## config.mk

```make
export PLATFORM = sky130hd
export DESIGN_NAME = decimal_seven_segment_writer_unit
export DESIGN_NICKNAME = d
export VERILOG_FILES = /design/src/hw/rtl/dssw_pkg.sv /design/src/hw/rtl/dssw_encode.sv /design/src/hw/rtl/decimal_seven_segment_writer_unit.sv
export VERILOG_INCLUDE_DIRS = /design/src /design/src/hw/rtl
export SDC_FILE = /design/constraint.sdc
export NUM_CORES = 1
export LEC_CHECK = 0
export BUFFER_PORTS_ARGS = -buffer_cell sky130_fd_sc_hd__buf_2
export CAP_MARGIN = 10
export CORE_MARGIN = 2
export CORE_UTILIZATION = 30
export CTS_BUF_LIST = sky130_fd_sc_hd__clkbuf_2
export CTS_CLUSTER_SIZE = 28
export DETAILED_ROUTE_END_ITERATION = 12
export HOLD_SLACK_MARGIN = 0.05
export PLACE_DENSITY = 0.48
export SLEW_MARGIN = 20
export SYNTH_ARGS = -nofsm -noshare
export SYNTH_HDL_FRONTEND = slang
export SYNTH_SLANG_ARGS = --single-unit
export TNS_END_PERCENT = 50
```

## constraint.sdc

```tcl
create_clock -name clk -period 10.8 [get_ports clk]
set_input_delay 3.24 -clock clk [delete_from_list [all_inputs] [get_ports clk]]
set_output_delay 3.24 -clock clk [all_outputs]
set_load 0.01 [all_outputs]
```

## src/hw/rtl/decimal_seven_segment_writer_unit_assert.svh

```systemverilog
// Assertion macros shared by the decimal seven-segment writer RTL.
// No dependencies; define NO_ASSERTIONS to compile the checks out.
`ifndef DECIMAL_SEVEN_SEGMENT_WRITER_UNIT_ASSERT_SVH
`define DECIMAL_SEVEN_SEGMENT_WRITER_UNIT_ASSERT_SVH

`ifndef NO_ASSERTIONS
// Checked only while reset is released.
`define DSSW_ASSERT(lbl, clk_s, rstn_s, prop) \
  lbl: assert property (@(posedge clk_s) disable iff (!rstn_s) prop) \
    else $error("dssw assertion failed");
// Checked at every edge, including those during reset.
`define DSSW_ASSERT_ALWAYS(lbl, clk_s, prop) \
  lbl: assert property (@(posedge clk_s) prop) \
    else $error("dssw assertion failed");
`else
`define DSSW_ASSERT(lbl, clk_s, rstn_s, prop)
`define DSSW_ASSERT_ALWAYS(lbl, clk_s, prop)
`endif

`endif

```

## src/hw/rtl/dssw_pkg.sv

```systemverilog
// Types, constants and the segment pattern table for the decimal seven-segment writer.
// No dependencies.
package dssw_pkg;

  typedef logic [13:0] number_t;
  typedef logic [3:0]  digit_t;
  typedef logic [7:0]  seg_byte_t;
  typedef logic [2:0]  reg_addr_t;
  typedef logic [1:0]  beat_idx_t;
  // One pattern byte per digit position, index 0 is the ones digit.
  typedef logic [3:0][7:0] seg_word_t;

  localparam number_t NUM_MAX        = 14'd9999;
  localparam number_t NUM_THOUSAND   = 14'd1000;
  localparam number_t NUM_HUNDRED    = 14'd100;
  localparam number_t NUM_TEN        = 14'd10;

  // Reciprocals for exact division of values up to 9999.
  localparam number_t RECIP_1000     = 14'd8389;  // shift 23
  localparam number_t RECIP_100      = 14'd5243;  // shift 19
  localparam number_t RECIP_10       = 14'd6554;  // shift 16

  localparam seg_byte_t BLANK_PATTERN = 8'h00;

  localparam reg_addr_t ADDR_ONES      = 3'd1;
  localparam reg_addr_t ADDR_THOUSANDS = 3'd4;
  localparam beat_idx_t BEAT_FIRST     = 2'd0;
  localparam beat_idx_t BEAT_LAST      = 2'd3;

  // No-decode segment patterns for the digits zero through nine.
  function automatic seg_byte_t seg_pattern(digit_t d);
    seg_byte_t p;
    case (d)
      4'd0:    p = 8'h7E;
      4'd1:    p = 8'h30;
      4'd2:    p = 8'h6D;
      4'd3:    p = 8'h79;
      4'd4:    p = 8'h33;
      4'd5:    p = 8'h5B;
      4'd6:    p = 8'h5F;
      4'd7:    p = 8'h70;
      4'd8:    p = 8'h7F;
      4'd9:    p = 8'h7B;
      default: p = BLANK_PATTERN;
    endcase
    return p;
  endfunction

endpackage

```

## src/hw/rtl/dssw_encode.sv

```systemverilog
// Clamps a binary number, splits it into four decimal digits and encodes them.
// Depends on dssw_pkg.
module dssw_encode (
  input  dssw_pkg::number_t   number,
  output dssw_pkg::seg_word_t patterns
);

  dssw_pkg::number_t nc;
  logic [27:0] p1k;
  logic [27:0] p100;
  logic [27:0] p10;
  logic [3:0]  q1k;
  logic [6:0]  q100;
  logic [9:0]  q10;
  dssw_pkg::digit_t d_th;
  dssw_pkg::digit_t d_hu;
  dssw_pkg::digit_t d_te;
  dssw_pkg::digit_t d_on;

  always_comb begin
    nc = (number > dssw_pkg::NUM_MAX) ? dssw_pkg::NUM_MAX : number;

    // Three independent reciprocal multiplies; the quotients are exact below 10000.
    p1k  = 28'(nc) * 28'(dssw_pkg::RECIP_1000);
    p100 = 28'(nc) * 28'(dssw_pkg::RECIP_100);
    p10  = 28'(nc) * 28'(dssw_pkg::RECIP_10);
    q1k  = p1k[26:23];
    q100 = p100[25:19];
    q10  = p10[25:16];

    // Each digit is a quotient minus ten times the next coarser quotient.
    d_th = q1k;
    d_hu = 4'(q100 - {q1k, 3'b000} - {2'b00, q1k, 1'b0});
    d_te = 4'(q10 - {q100, 3'b000} - {2'b00, q100, 1'b0});
    d_on = 4'(nc - {1'b0, q10, 3'b000} - {3'b000, q10, 1'b0});

    patterns[0] = dssw_pkg::seg_pattern(d_on);
    patterns[1] = (nc >= dssw_pkg::NUM_TEN) ? dssw_pkg::seg_pattern(d_te)
                                            : dssw_pkg::BLANK_PATTERN;
    patterns[2] = (nc >= dssw_pkg::NUM_HUNDRED) ? dssw_pkg::seg_pattern(d_hu)
                                                : dssw_pkg::BLANK_PATTERN;
    patterns[3] = (nc >= dssw_pkg::NUM_THOUSAND) ? dssw_pkg::seg_pattern(d_th)
                                                 : dssw_pkg::BLANK_PATTERN;
  end

endmodule

```

## src/hw/rtl/decimal_seven_segment_writer_unit.sv

```systemverilog
// Top level of the decimal seven-segment writer.
// Depends on dssw_pkg, dssw_encode and decimal_seven_segment_writer_unit_assert.svh.

// Each accepted number (0 to 9999, larger values shown as 9999) produces four
// output beats, one display register write per cycle while out_ready is high:
// the ones digit at address 1, then tens, hundreds and thousands at address 4,
// with out_last high on the fourth. Digit positions above the highest nonzero
// digit carry the blank pattern 0x00, so zero shows as a single "0". The output
// port, which carries one write per cycle while out_ready is high, sets the
// throughput. When the result register is free, a number is first captured in
// the input register, and its encoded patterns are then loaded into the result
// register, which presents the first beat. The input register takes the next
// number while the current one is still being written out, so back-to-back
// numbers stream without gaps between their beats.

`include "decimal_seven_segment_writer_unit_assert.svh"

module decimal_seven_segment_writer_unit (
  input  logic                 clk,
  input  logic                 rst_n,
  input  logic                 in_valid,
  output logic                 in_ready,
  input  dssw_pkg::number_t    in_number,
  output logic                 out_valid,
  input  logic                 out_ready,
  output dssw_pkg::reg_addr_t  out_reg_addr,
  output dssw_pkg::seg_byte_t  out_seg_data,
  output logic                 out_last
);

  // Input register.
  logic                 a_valid_r, a_valid_nxt;
  dssw_pkg::number_t    a_num_r,   a_num_nxt;

  // Result register: the four patterns and the beat being shown.
  logic                 b_valid_r, b_valid_nxt;
  dssw_pkg::seg_word_t  pats_r,    pats_nxt;
  dssw_pkg::beat_idx_t  cnt_r,     cnt_nxt;

  dssw_pkg::seg_word_t  enc_pats;
  logic                 out_fire;
  logic                 b_done;
  logic                 a_move;
  logic                 in_fire;

  dssw_encode u_encode (
    .number   (a_num_r),
    .patterns (enc_pats)
  );

  // The result register frees up on the beat that hands off the thousands write,
  // so a waiting number moves in during that same cycle.
  assign out_fire = b_valid_r && out_ready;
  assign b_done   = out_fire && (cnt_r == dssw_pkg::BEAT_LAST);
  assign a_move   = a_valid_r && (!b_valid_r || b_done);
  assign in_ready = !a_valid_r || a_move;
  assign in_fire  = in_valid && in_ready;

  always_comb begin
    a_valid_nxt = a_valid_r;
    a_num_nxt   = a_num_r;
    if (in_fire) begin
      a_valid_nxt = 1'b1;
      a_num_nxt   = in_number;
    end else if (a_move) begin
      a_valid_nxt = 1'b0;
    end
  end

  always_comb begin
    b_valid_nxt = b_valid_r;
    pats_nxt    = pats_r;
    cnt_nxt     = cnt_r;
    if (a_move) begin
      b_valid_nxt = 1'b1;
      pats_nxt    = enc_pats;
      cnt_nxt     = dssw_pkg::BEAT_FIRST;
    end else if (b_done) begin
      b_valid_nxt = 1'b0;
    end else if (out_fire) begin
      cnt_nxt     = cnt_r + 2'd1;
    end
  end

  always_ff @(posedge clk) begin
    if (!rst_n) begin
      a_valid_r <= 1'b0;
      b_valid_r <= 1'b0;
      cnt_r     <= dssw_pkg::BEAT_FIRST;
    end else begin
      a_valid_r <= a_valid_nxt;
      b_valid_r <= b_valid_nxt;
      cnt_r     <= cnt_nxt;
    end
  end

  // Payload registers carry no reset.
  always_ff @(posedge clk) begin
    a_num_r <= a_num_nxt;
    pats_r  <= pats_nxt;
  end

  // Beat index 0 is the ones digit at the lowest register address.
  assign out_valid    = b_valid_r;
  assign out_reg_addr = dssw_pkg::ADDR_ONES + 3'(cnt_r);
  assign out_seg_data = pats_r[cnt_r];
  assign out_last     = (cnt_r == dssw_pkg::BEAT_LAST);

  `DSSW_ASSERT_ALWAYS(a_reset_clears, clk, !rst_n |=> !out_valid && !a_valid_r)
  `DSSW_ASSERT(a_last_at_top, clk, rst_n,
    out_valid |-> (out_last == (out_reg_addr == dssw_pkg::ADDR_THOUSANDS)))
  `DSSW_ASSERT(a_addr_steps, clk, rst_n,
    out_valid && out_ready && !out_last |=>
      out_valid && (out_reg_addr == $past(out_reg_addr) + 3'd1))
  `DSSW_ASSERT(a_new_run_at_ones, clk, rst_n,
    a_move |=> out_valid && (out_reg_addr == dssw_pkg::ADDR_ONES))

endmodule
```

==> impl_metrics.tcl <==
set metrics [dict create \
    ctsHtreeMaxLevel 2 \
    synth_area_um2 10500 \
    end_kind "flip-flop" \
    antennaDiodeCount 0 \
    crit_arrival_ps 9270 \
    reg2reg_from "a_num_r[5]" \
    numCtsBuffers 5 \
    path_buf_inv 6 \
    cts_setup_buffers 0 \
    yosysMostFrequentCell "inv_1" \
    cts_tree "done" \
    drt_first_iter_violations 405 \
    synth-seq-cells 46 \
    synth_enable_flop_cells 42 \
    ys_top_cells_by_area "ha_1 27%, fa_1 22%, edfxtp_1 12%" \
    slew_headroom_pct 40.4 \
    cp_slowest_stage_delay_ps 630 \
    fin_area_um2 11200 \
    worstSetupPathType "flip-flop to flip-flop" \
    vias 7383 \
    dpl.hpwl_mm 24.5 \
    cts.clk_slew.worst_paths_ps 290 \
    synth.distinct_cells 80 \
    synth.yosys.seq_area_share_pct 12.8 \
    cp-startpoint "a_num_r[5]" \
    dp_cells 1577 \
    post_drt_via_cell_ratio 4.66 \
    synth_fp_nets 1464 \
    tightest_slew_ps 894 \
    cp_common_cell "inv_1" \
    area_growth_syn_to_layout_pct 6.72 \
    crit_slowest_cell "nor2_1" \
    cts_root_buf "clkbuf_2" \
    maxCapViolCount 0 \
    final_layout_size_suffix_gt1_share_pct 8.50 \
    synth_top_area_share_pct 27.1 \
    syn_avg_cell_area_um2 9.47 \
    grt_pass1_vias 7644 \
    ys_warn_count 0 \
    netlist_instances 1106 \
    grt.total_usage_pct 16.2 \
    place_area_um2 11100 \
    hold_viol 0 \
    clock_latency_ps 470 \
    io_pins 32 \
    die-area_um2 36400 \
    wl_mm 28.2 \
    antenna_left 0 \
    clock-sinks 46 \
    seqCellArea_um2 1340 \
    yosys_most_used_dff "edfxtp_1" \
    grt.met1_usage_pct 23.4 \
    crit_fanout 10 \
    synthArstFlopShare_pct 0 \
    fmax_mhz 112 \
    critPathRequiredTime_ps 11110 \
    finish.utilization_pct 32.4 \
    reg2reg_setup_slack_ps 1850 \
    slew_viol_final 0 \
    die_h_um 191 \
    rsz0062_at_grt "no" \
    multi_input_area_um2 7920 \
    grt-busiest-layer "met2" \
    avgRoutedWirePerCell_um 17.8 \
    drc_errors 0 \
    core-area_um2 34500 \
    crit_path_end "pats_r[19]" \
    initial_core_util_pct 30.4 \
    clock_path_buffers 2 \
    grt_max_degree 30 \
    status "complete, no violations" \
    grt_remaining_overflow 0 \
    port-buffer-count 30 \
    ctsHoldBuffers 0 \
    worstRegToRegCells 34 \
    gp_congestion 0.893 \
    finalClockSkew_ps 33.9 \
    nets 1487 \
    use_met2_pct 26.4 \
    startpoint_type "flip-flop" \
    die_w_um 191 \
    grt_first_pass_wirelength_mm 44.3 \
    tns_ps 0 \
    cp_top_family "adder cells" \
    period_share_pct 82.9 \
    fillers 3590 \
    rows 68 \
    finalSetupViolations 0 \
    yosys-top-cells-count "289 x inv_1, 227 x ha_1, 113 x fa_1" \
    crit_cells 34 \
    first_pass_iters 5 \
    final_cells 1585 \
    yosysTopAreaCell "ha_1" \
    rr_endpoint "pats_r[19]" \
    antenna_found_initial 0 \
    cts_resized 0 \
    hold_path_class "flip-flop to flip-flop" \
    grtUsageMet3_pct 1.84 \
    timing.final.crit_period_ps 8950 \
]
-- worst min path at each step --
stage / from / to / slack [ps] / depth (start not counted)
after floorplan: a_valid_r / out_valid / 480 / 1
after global placement: a_valid_r / out_valid / 490 / 1
after detailed placement: a_valid_r / out_valid / 510 / 1
after CTS: a_valid_r / out_valid / 560 / 1
after global routing: a_valid_r / out_valid / 580 / 1
final: a_valid_r / out_valid / 560 / 1
-- cells by family after synthesis --
| kind of cell | after synthesis | synth area share (%) |
|---|---|---|
| AO/OA/AOI/OAI | 148 | 9.67 |
| buffers and inverters | 314 | 11.6 |
| flip-flops | 46 | 12.8 |
| other | 1 | 0.0358 |
| adder cells (fa/ha/maj) | 340 | 48.7 |
| XOR/XNOR | 60 | 6.01 |
| AND/OR/NAND/NOR | 186 | 9.26 |
| multiplexers | 11 | 1.89 |
-- sequential cells by signal, indices dropped and copies added, names as in the netlist --
name and count:
pats_r 28, cnt_r 2, a_num_r 14, a_valid_r 1
out_valid 1
-- through the flow --
| stage | setup WS, ps | hold slack [ps] |
|---|---|---|
| 2_1_floorplan | 3010 | 477 |
| 3_3_place_gp | 2140 | 495 |
| 3_5_place_dp | 1950 | 508 |
| 4_1_cts | 1840 | 562 |
| 5_1_grt | 1200 | 584 |
| 6_report | 1850 | 559 |
-- cell type report --
class                   instances  share of cell area [%]
clock buffers                   5                   0.224
clock inverters                 3                   0.190
inverters                     293                    9.86
multi-input cells             746                    70.8
flip-flops and latches         46                    12.0
well taps                     455                    5.09
repair buffers                 37                    1.81
-- layout by cell type (no fill, tap or decap), drive strengths merged, types with 10 or more instances in the layout --
cell type and n:
inv 292, ha 227, fa 113, nand2 52
nor2 50, xnor2 48, edfxtp 42, o21ai 41
a21oi 40, buf 37, nand3 13, a21o 11
xor2 11, a211oi 11, and2 10
-- layer usage --
layer / vias to the layer above / wire [um]
met5: - / 0
met4: 0 / 359
met3: 24 / 1080
met2: 140 / 12900
met1: 3609 / 13900
li1: 3610 / -
Power is left out: the tool's default activity adds up to more than one toggle a clock period on the data nets, which glitch-free logic cannot reach.
